===== src/design/lhp_pkg.sv =====
// ----------------------------------------------------------------------------
// lhp_pkg
// Shared types and constants of the latency histogram unit.
// ----------------------------------------------------------------------------
package lhp_pkg;

    localparam int unsigned DEF_EXACT_BUCKETS  = 256;
    localparam int unsigned DEF_FINE_BUCKETS   = 256;
    localparam int unsigned DEF_COARSE_BUCKETS = 256;
    // bucket widths are powers of two so the slot comes from a shift
    localparam int unsigned DEF_FINE_WIDTH     = 16;
    localparam int unsigned DEF_COARSE_WIDTH   = 1024;

    localparam int unsigned PCT_W   = 14;
    localparam int unsigned CNT_W   = 32;
    localparam logic [PCT_W-1:0] PCT_FULL = PCT_W'(10000);

    typedef enum logic [1:0] {
        OP_RECORD = 2'd0,
        OP_QUERY  = 2'd1,
        OP_CLEAR  = 2'd2,
        OP_NONE   = 2'd3
    } op_t;

    // controller -> datapath
    typedef struct packed {
        logic take;       // latch the input item
        logic clr_step;   // write zero at the sweep address, advance it
        logic rd_issue;   // read bucket at the walk/record address
        logic rec_write;  // write back the incremented bucket, update stats
        logic rd_latch;   // latch the scaled count of the bucket just read
        logic mul_step;   // one shift-add step of the target product
        logic walk_step;  // accumulate a bucket and compare against target
        logic finish;     // load the output register
    } lhp_cmd_t;

    // datapath -> controller
    typedef struct packed {
        logic clr_done;
        logic mul_done;
        logic walk_hit;
        logic walk_end;
        logic q_direct;   // query answered without a walk
    } lhp_sts_t;

endpackage


===== src/design/lhp_ctrl.sv =====
// ----------------------------------------------------------------------------
// lhp_ctrl
// Sequencer for record, query, clear and the reset clearing sweep.
// ----------------------------------------------------------------------------
module lhp_ctrl import lhp_pkg::*; (
    input  logic       clk,
    input  logic       rst_n,
    input  logic       in_valid,
    output logic       in_ready,
    output logic       out_valid,
    input  logic       out_ready,
    input  logic [1:0] in_op,
    input  lhp_sts_t   sts,
    output lhp_cmd_t   cmd
);

    typedef enum logic [9:0] {
        S_CLEAR  = 10'b0000000001,
        S_IDLE   = 10'b0000000010,
        S_RREAD  = 10'b0000000100,
        S_RWRITE = 10'b0000001000,
        S_MUL    = 10'b0000010000,
        S_RANK   = 10'b0000100000,
        S_ISSUE  = 10'b0001000000,
        S_WALK   = 10'b0010000000,
        S_DONE   = 10'b0100000000,
        S_SETTLE = 10'b1000000000
    } state_t;

    state_t state_reg, state_next;
    logic   out_valid_next;

    always_comb
    begin
        cmd            = '0;
        state_next     = state_reg;
        out_valid_next = out_valid && !out_ready;
        in_ready       = 1'b0;
        unique case (state_reg)
            S_CLEAR:
            begin
                cmd.clr_step = 1'b1;
                if (sts.clr_done)
                begin
                    state_next = S_DONE;
                end
            end
            S_IDLE:
            begin
                in_ready = !out_valid || out_ready;
                if (in_valid && in_ready)
                begin
                    cmd.take = 1'b1;
                    unique case (in_op)
                        OP_RECORD: state_next = S_RREAD;
                        OP_QUERY:  state_next = S_SETTLE;
                        OP_CLEAR:  state_next = S_CLEAR;
                        default:   state_next = S_DONE;
                    endcase
                end
            end
            S_RREAD:  state_next = S_RWRITE;
            S_RWRITE:
            begin
                cmd.rec_write = 1'b1;
                state_next    = S_DONE;
            end
            S_SETTLE: state_next = sts.q_direct ? S_DONE : S_MUL;
            S_MUL:
            begin
                cmd.mul_step = 1'b1;
                if (sts.mul_done) state_next = S_RANK;
            end
            S_RANK:
            begin
                cmd.rd_issue = 1'b1;
                state_next   = S_ISSUE;
            end
            S_ISSUE:
            begin
                // count of the issued bucket is on the read port now
                cmd.rd_latch = 1'b1;
                state_next   = S_WALK;
            end
            S_WALK:
            begin
                cmd.walk_step = 1'b1;
                if (sts.walk_hit || sts.walk_end)
                begin
                    state_next = S_DONE;
                end
                else
                begin
                    cmd.rd_issue = 1'b1;
                    state_next   = S_ISSUE;
                end
            end
            S_DONE:
            begin
                if (!out_valid || out_ready)
                begin
                    cmd.finish     = 1'b1;
                    out_valid_next = 1'b1;
                    state_next     = S_IDLE;
                end
            end
            default: state_next = S_IDLE;
        endcase
    end

    // the reset sweep ends in S_DONE; hide that one result
    logic sweep_reg;

    always_ff @(posedge clk or negedge rst_n)
    begin
        if (!rst_n)
        begin
            state_reg <= S_CLEAR;
            out_valid <= 1'b0;
            sweep_reg <= 1'b1;
        end
        else
        begin
            state_reg <= state_next;
            if (cmd.finish && sweep_reg)
            begin
                out_valid <= 1'b0;
                sweep_reg <= 1'b0;
            end
            else
            begin
                out_valid <= out_valid_next;
            end
        end
    end

endmodule


===== config.mk =====
export PLATFORM = sky130hd
export DESIGN_NAME = lhp_ctrl
export DESIGN_NICKNAME = d
export VERILOG_FILES = /design/src/design/lhp_pkg.sv /design/src/design/lhp_ctrl.sv
export SDC_FILE = /design/constraint.sdc
export NUM_CORES = 1
export LEC_CHECK = 0
export BUFFER_PORTS_ARGS = -buffer_cell sky130_fd_sc_hd__buf_2
export CAP_MARGIN = 40
export CORE_MARGIN = 3
export CORE_UTILIZATION = 51
export DETAILED_ROUTE_END_ITERATION = 7
export HOLD_SLACK_MARGIN = 0.02
export PLACE_DENSITY = 0.77
export SYNTH_ARGS = -nofsm -noshare
export SYNTH_HDL_FRONTEND = slang
export SYNTH_SLANG_ARGS = --single-unit

===== constraint.sdc =====
create_clock -name clk -period 2.25 [get_ports clk]
set_input_delay 0.1125 -clock clk [delete_from_list [all_inputs] [get_ports clk]]
set_output_delay 0.1125 -clock clk [all_outputs]
set_load 0.01 [all_outputs]

# After elaboration in Yosys (flattened, before gate mapping)
# Index checks and enable logic that the tools add are counted.
[word_totals]
register_bits = 12
inputBits = 11
[classes]
n_mux = 23
eq_ne = 16
n_reduce_logical = 9
[ops]
columns = ["op", "n"]
rows = [
  ["$pmux 10 s10", 1],
  ["$mux 10", 4],
  ["$pmux 10 s3", 1],
  ["$mux 9", 2],
  ["$mux 1", 14],
  ["$eq 10x1->1 const B", 1],
  ["$eq 10x10->1 const B", 1],
  ["$eq 10x2->1 const B", 1],
  ["$eq 10x3->1 const B", 1],
  ["$eq 10x4->1 const B", 1],
  ["$eq 10x5->1 const B", 1],
  ["$eq 10x6->1 const B", 1],
  ["$eq 10x7->1 const B", 1],
  ["$eq 10x8->1 const B", 1],
  ["$eq 10x9->1 const B", 1],
  ["$ne 2x2->1 const B", 4],
  ["$reduce_and 4->1", 1],
  ["$logic_and 1x1->1", 3],
  ["$eq 2x1->1 const B", 1],
  ["$eq 2x2->1 const B", 1],
  ["$logic_not 1->1", 2],
  ["$logic_not 2->1", 1],
  ["$logic_or 1x1->1", 2],
  ["$pmux 1 s2", 1],
]

# Logic depth before layout (Yosys ltp)
[depth]
depth_word = 6
depth_mapped = 6
ltp_nobuf = 5

# Least setup slack after synthesis
# No wires, ideal clock.
[synth_path]
path_kind = "register to register"
from = "reg state_reg[0]"
to = "reg state_reg[0]"
stages_incl_launch_ff = 7
required_ns = 2.153
arrival_time_ns = 1.517
setup_ns = 0.097
slack_ns = 0.636
synth_period_minus_slack_ns = 1.614
cell_sequence = "dfstp_2 > buf_6 > and2b_1 > nand4_1 > nand2_1 > a21o_4 > o41ai_2"
[synth_via]
elab_chain_len = 3
[synth_lines]
columns = ["item", "line_no", "source"]
rows = [
  ["from (decl)", "lhp_ctrl.sv:30", "state_t state_reg, state_next;"],
  ["from (signal assigned)", "lhp_ctrl.sv:124", "state_reg <= state_next;"],
  ["$eq 10x9->1, or another cell as far along", "lhp_ctrl.sv:39", "unique case (state_reg)"],
  ["$ne 2x2->1 (no line)", "-", ""],
  ["$reduce_and 4->1 (no line)", "-", ""],
]
# Several ways; a longest one is shown, not always the timed one.
# A chain may end at the register's enable or synchronous reset.

==> impl_metrics.json <==
{
  "drcViolationCount": 0,
  "min_to": "state_reg[0]",
  "worstSetupPathType": "reg -> out",
  "finalSetupTns_ns": 0,
  "crit_required_ns": 2.14,
  "max-cap-violations": 0,
  "vias": 788,
  "final_common_cell": "buf_2",
  "overflow": 0,
  "slowest_stage": "dfrtp_1",
  "syn-cell-area_um2": 843,
  "critical-path-top-delay-family": "simple AND/OR/NAND/NOR gates",
  "core-area_mm2": 0.00152,
  "tritoncts": "yes",
  "synth_ff_type": "dfrtp_1",
  "max-slew-margin-rel_pct": 73.7,
  "tightest_slew_ns": 0.391,
  "clock-root-buffer": "clkbuf_4",
  "ys_types": 41,
  "fmax_ghz": 0.497,
  "grt_pass1_vias": 712,
  "layout_min_cycle_time_ns": 2.01,
  "setup-violations-final": 0,
  "synth_cells": 87,
  "vias_per_cell": 6.20,
  "wl_per_cell_um": 15.6,
  "gp_congestion": 0.852,
  "final_nets": 123,
  "switchingPower_mw": 0.467,
  "path_cells": "nor4_4 > nand2b_2 > or3_4 > inv_1 > buf_2",
  "synth.avg_cell_area_um2": 9.69,
  "r2r_cells": 5,
  "dr.pass1.iters": 4,
  "io_buffer_count": 20,
  "reg2reg_to": "state_reg[8]",
  "fp.dieArea_mm2": 0.00218,
  "clkSlewWorstSetupHoldPaths_ns": 0.09,
  "ys_seq_area_share_pct": 35.9,
  "place_hpwl_um": 1530,
  "power.leakage_nw": 0.475,
  "critPathCaptureType": "output pin",
  "layout_common_cells": "buf_2 (20), dfrtp_1 (10), nor2_1 (7)",
  "num_io_pins": 21,
  "area_delta_synth_final_pct": 19.0,
  "rr_startpoint": "state_reg[5]",
  "placementRows": 14,
  "largest_register_ffs": 10,
  "critPathMaxStageDelay_ns": 0.49,
  "worstPathArrival_ns": 1.90,
  "drive_gt1_share_pct": 32.4,
  "finalWirelength_um": 1980,
  "synthArstFlopShare_pct": 100,
  "hold_violations": 0,
  "antenna_left": 0,
  "cts_buffers": 3,
  "intPower_mw": 0.612,
  "status": "completed",
  "fill_cells": 132,
  "synth_seq_cells": 12,
  "seq_power_share_pct": 31.8,
  "clk_latency_ns": 0.28,
  "worstHoldPathCells": 2,
  "power_mw": 1.08,
  "irDropWorstVdd_mv": 0.565,
  "start_kind": "register",
  "grt_pass1_wl_um": 3210,
  "clock_power_share_pct": 16.3,
  "pwr-share-comb_pct": 51.9,
  "htree_levels": 1,
  "crit_path_max_fanout": 8,
  "synth_nets": 98,
  "r2r_slack_ns": 0.44,
  "cts_resized": 0,
  "start_util_pct": 55.3,
  "antenna_found_initial": 0,
  "hold_start": "in_op[0]",
  "rsz0062_at_grt": "no",
  "power.density_mw_per_mm2": 1080,
  "yosysWarningCount": 0,
  "fp.dieH_um": 46.7,
  "critPathBufInv": 2,
  "fin_skew_ns": 0.0117,
  "place_ws_ns": 0.479,
  "synth_edf_count": 0,
  "grt_start_max_net_pins": 13,
  "setup_slack_ns": 0.237,
  "ctsLongestPathBuffers": 2,
  "hold_class": "in -> reg",
  "swShare_pct": 43.3,
  "drt_iter0_drc": 37,
  "fin_crit_sh_pct": 89.5,
  "die_w_um": 46.7,
  "post-cts-setup-buffers": 0,
  "cts_sinks": 12,
  "diodes": 0,
  "final_max_slew_viol_count": 0,
  "track_usage_pct": 21.1
}
-- synth_stat cells, types with 2 or more instances --
cell,instances,area (um^2)
a21oi_1,3,15.0
a31oi_1,2,12.5
and3_1,4,25.0
dfrtp_1,10,250
dfstp_2,2,52.6
inv_1,3,11.3
nand2_1,6,22.5
nand2b_1,5,31.3
nand4_1,3,18.8
nor2_1,7,26.3
nor2b_1,5,31.3
nor3_1,2,10.0
nor3b_1,2,15.0
nor4_1,4,25.0
o21ai_0,3,15.0
-- power by group through the flow --
stage	logic (mW)	clock network [mW]	registers (mW)
2_1_floorplan	0.462	0	0.312
3_3_place_gp	0.540	0	0.341
3_5_place_dp	0.558	0	0.344
4_1_cts	0.563	0.178	0.339
5_1_grt	0.619	0.190	0.350
6_report	0.560	0.176	0.343
-- cell families (layout without fill, tap and decap cells) --
| group | Yosys count | after routing | share of synthesized area [%] |
|---|---|---|---|
| AOI/OAI and AO/OA | 19 | 19 | 21.2 |
| xor gates and xnor gates | 1 | 1 | 1.04 |
| buffers and inverters | 5 | 29 | 3.26 |
| DFF | 12 | 12 | 35.9 |
| and+or+nand+nor | 50 | 50 | 38.6 |
-- worst max path at each step --
stage                  from           end  slack (ns)  depth (start not counted)
2_1_floorplan  state_reg[0]  state_reg[0]        0.64                          6
5_1_grt        state_reg[6]        cmd[6]         0.1                          4
3_3_place_gp   state_reg[0]  state_reg[0]        0.52                          5
4_1_cts        state_reg[1]        cmd[2]        0.23                          5
6_report       state_reg[1]        cmd[2]        0.24                          5
3_5_place_dp   state_reg[5]  state_reg[8]        0.48                          5
-- layer usage --
| layer | up-vias | routed length [um] | track usage (%) |
|---|---|---|---|
| met5 | - | 0 | 0 |
| met4 | 0 | 20 | 6.63 |
| met3 | 2 | 132 | 3.52 |
| met2 | 33 | 963 | 33.8 |
| met1 | 370 | 862 | 28.7 |
| li1 | 383 | - | - |
-- area by class of cell --
type                            count  area, um^2  share of cell area, %
Multi-Input combinational cell     70         513                   51.1
Sequential cell                    12         303                   30.2
Timing Repair Buffer               22         120                   12.0
Clock buffer                        4        36.3                   3.62
Tap cell                           16        20.0                   2.00
Inverter                            3        11.3                   1.12
-- metrics by stage --
step,instance area [um^2],hold slack (ns),util [%],cells
2_1_floorplan,843,-0.183,-,87
3_3_place_gp,947,0.00382,62.2,121
3_5_place_dp,947,0.00513,62.2,121
4_1_cts,1000,0.0347,65.8,127
5_1_grt,1000,0.0385,65.8,127
6_report,1000,0.0370,65.8,127
-- what timing repair did --
action                     CTS  global route
hold endpoints to repair    13             0
setup endpoints to repair    0             0
hold buffers                 2             0
(Power assumes the default switching activity.)
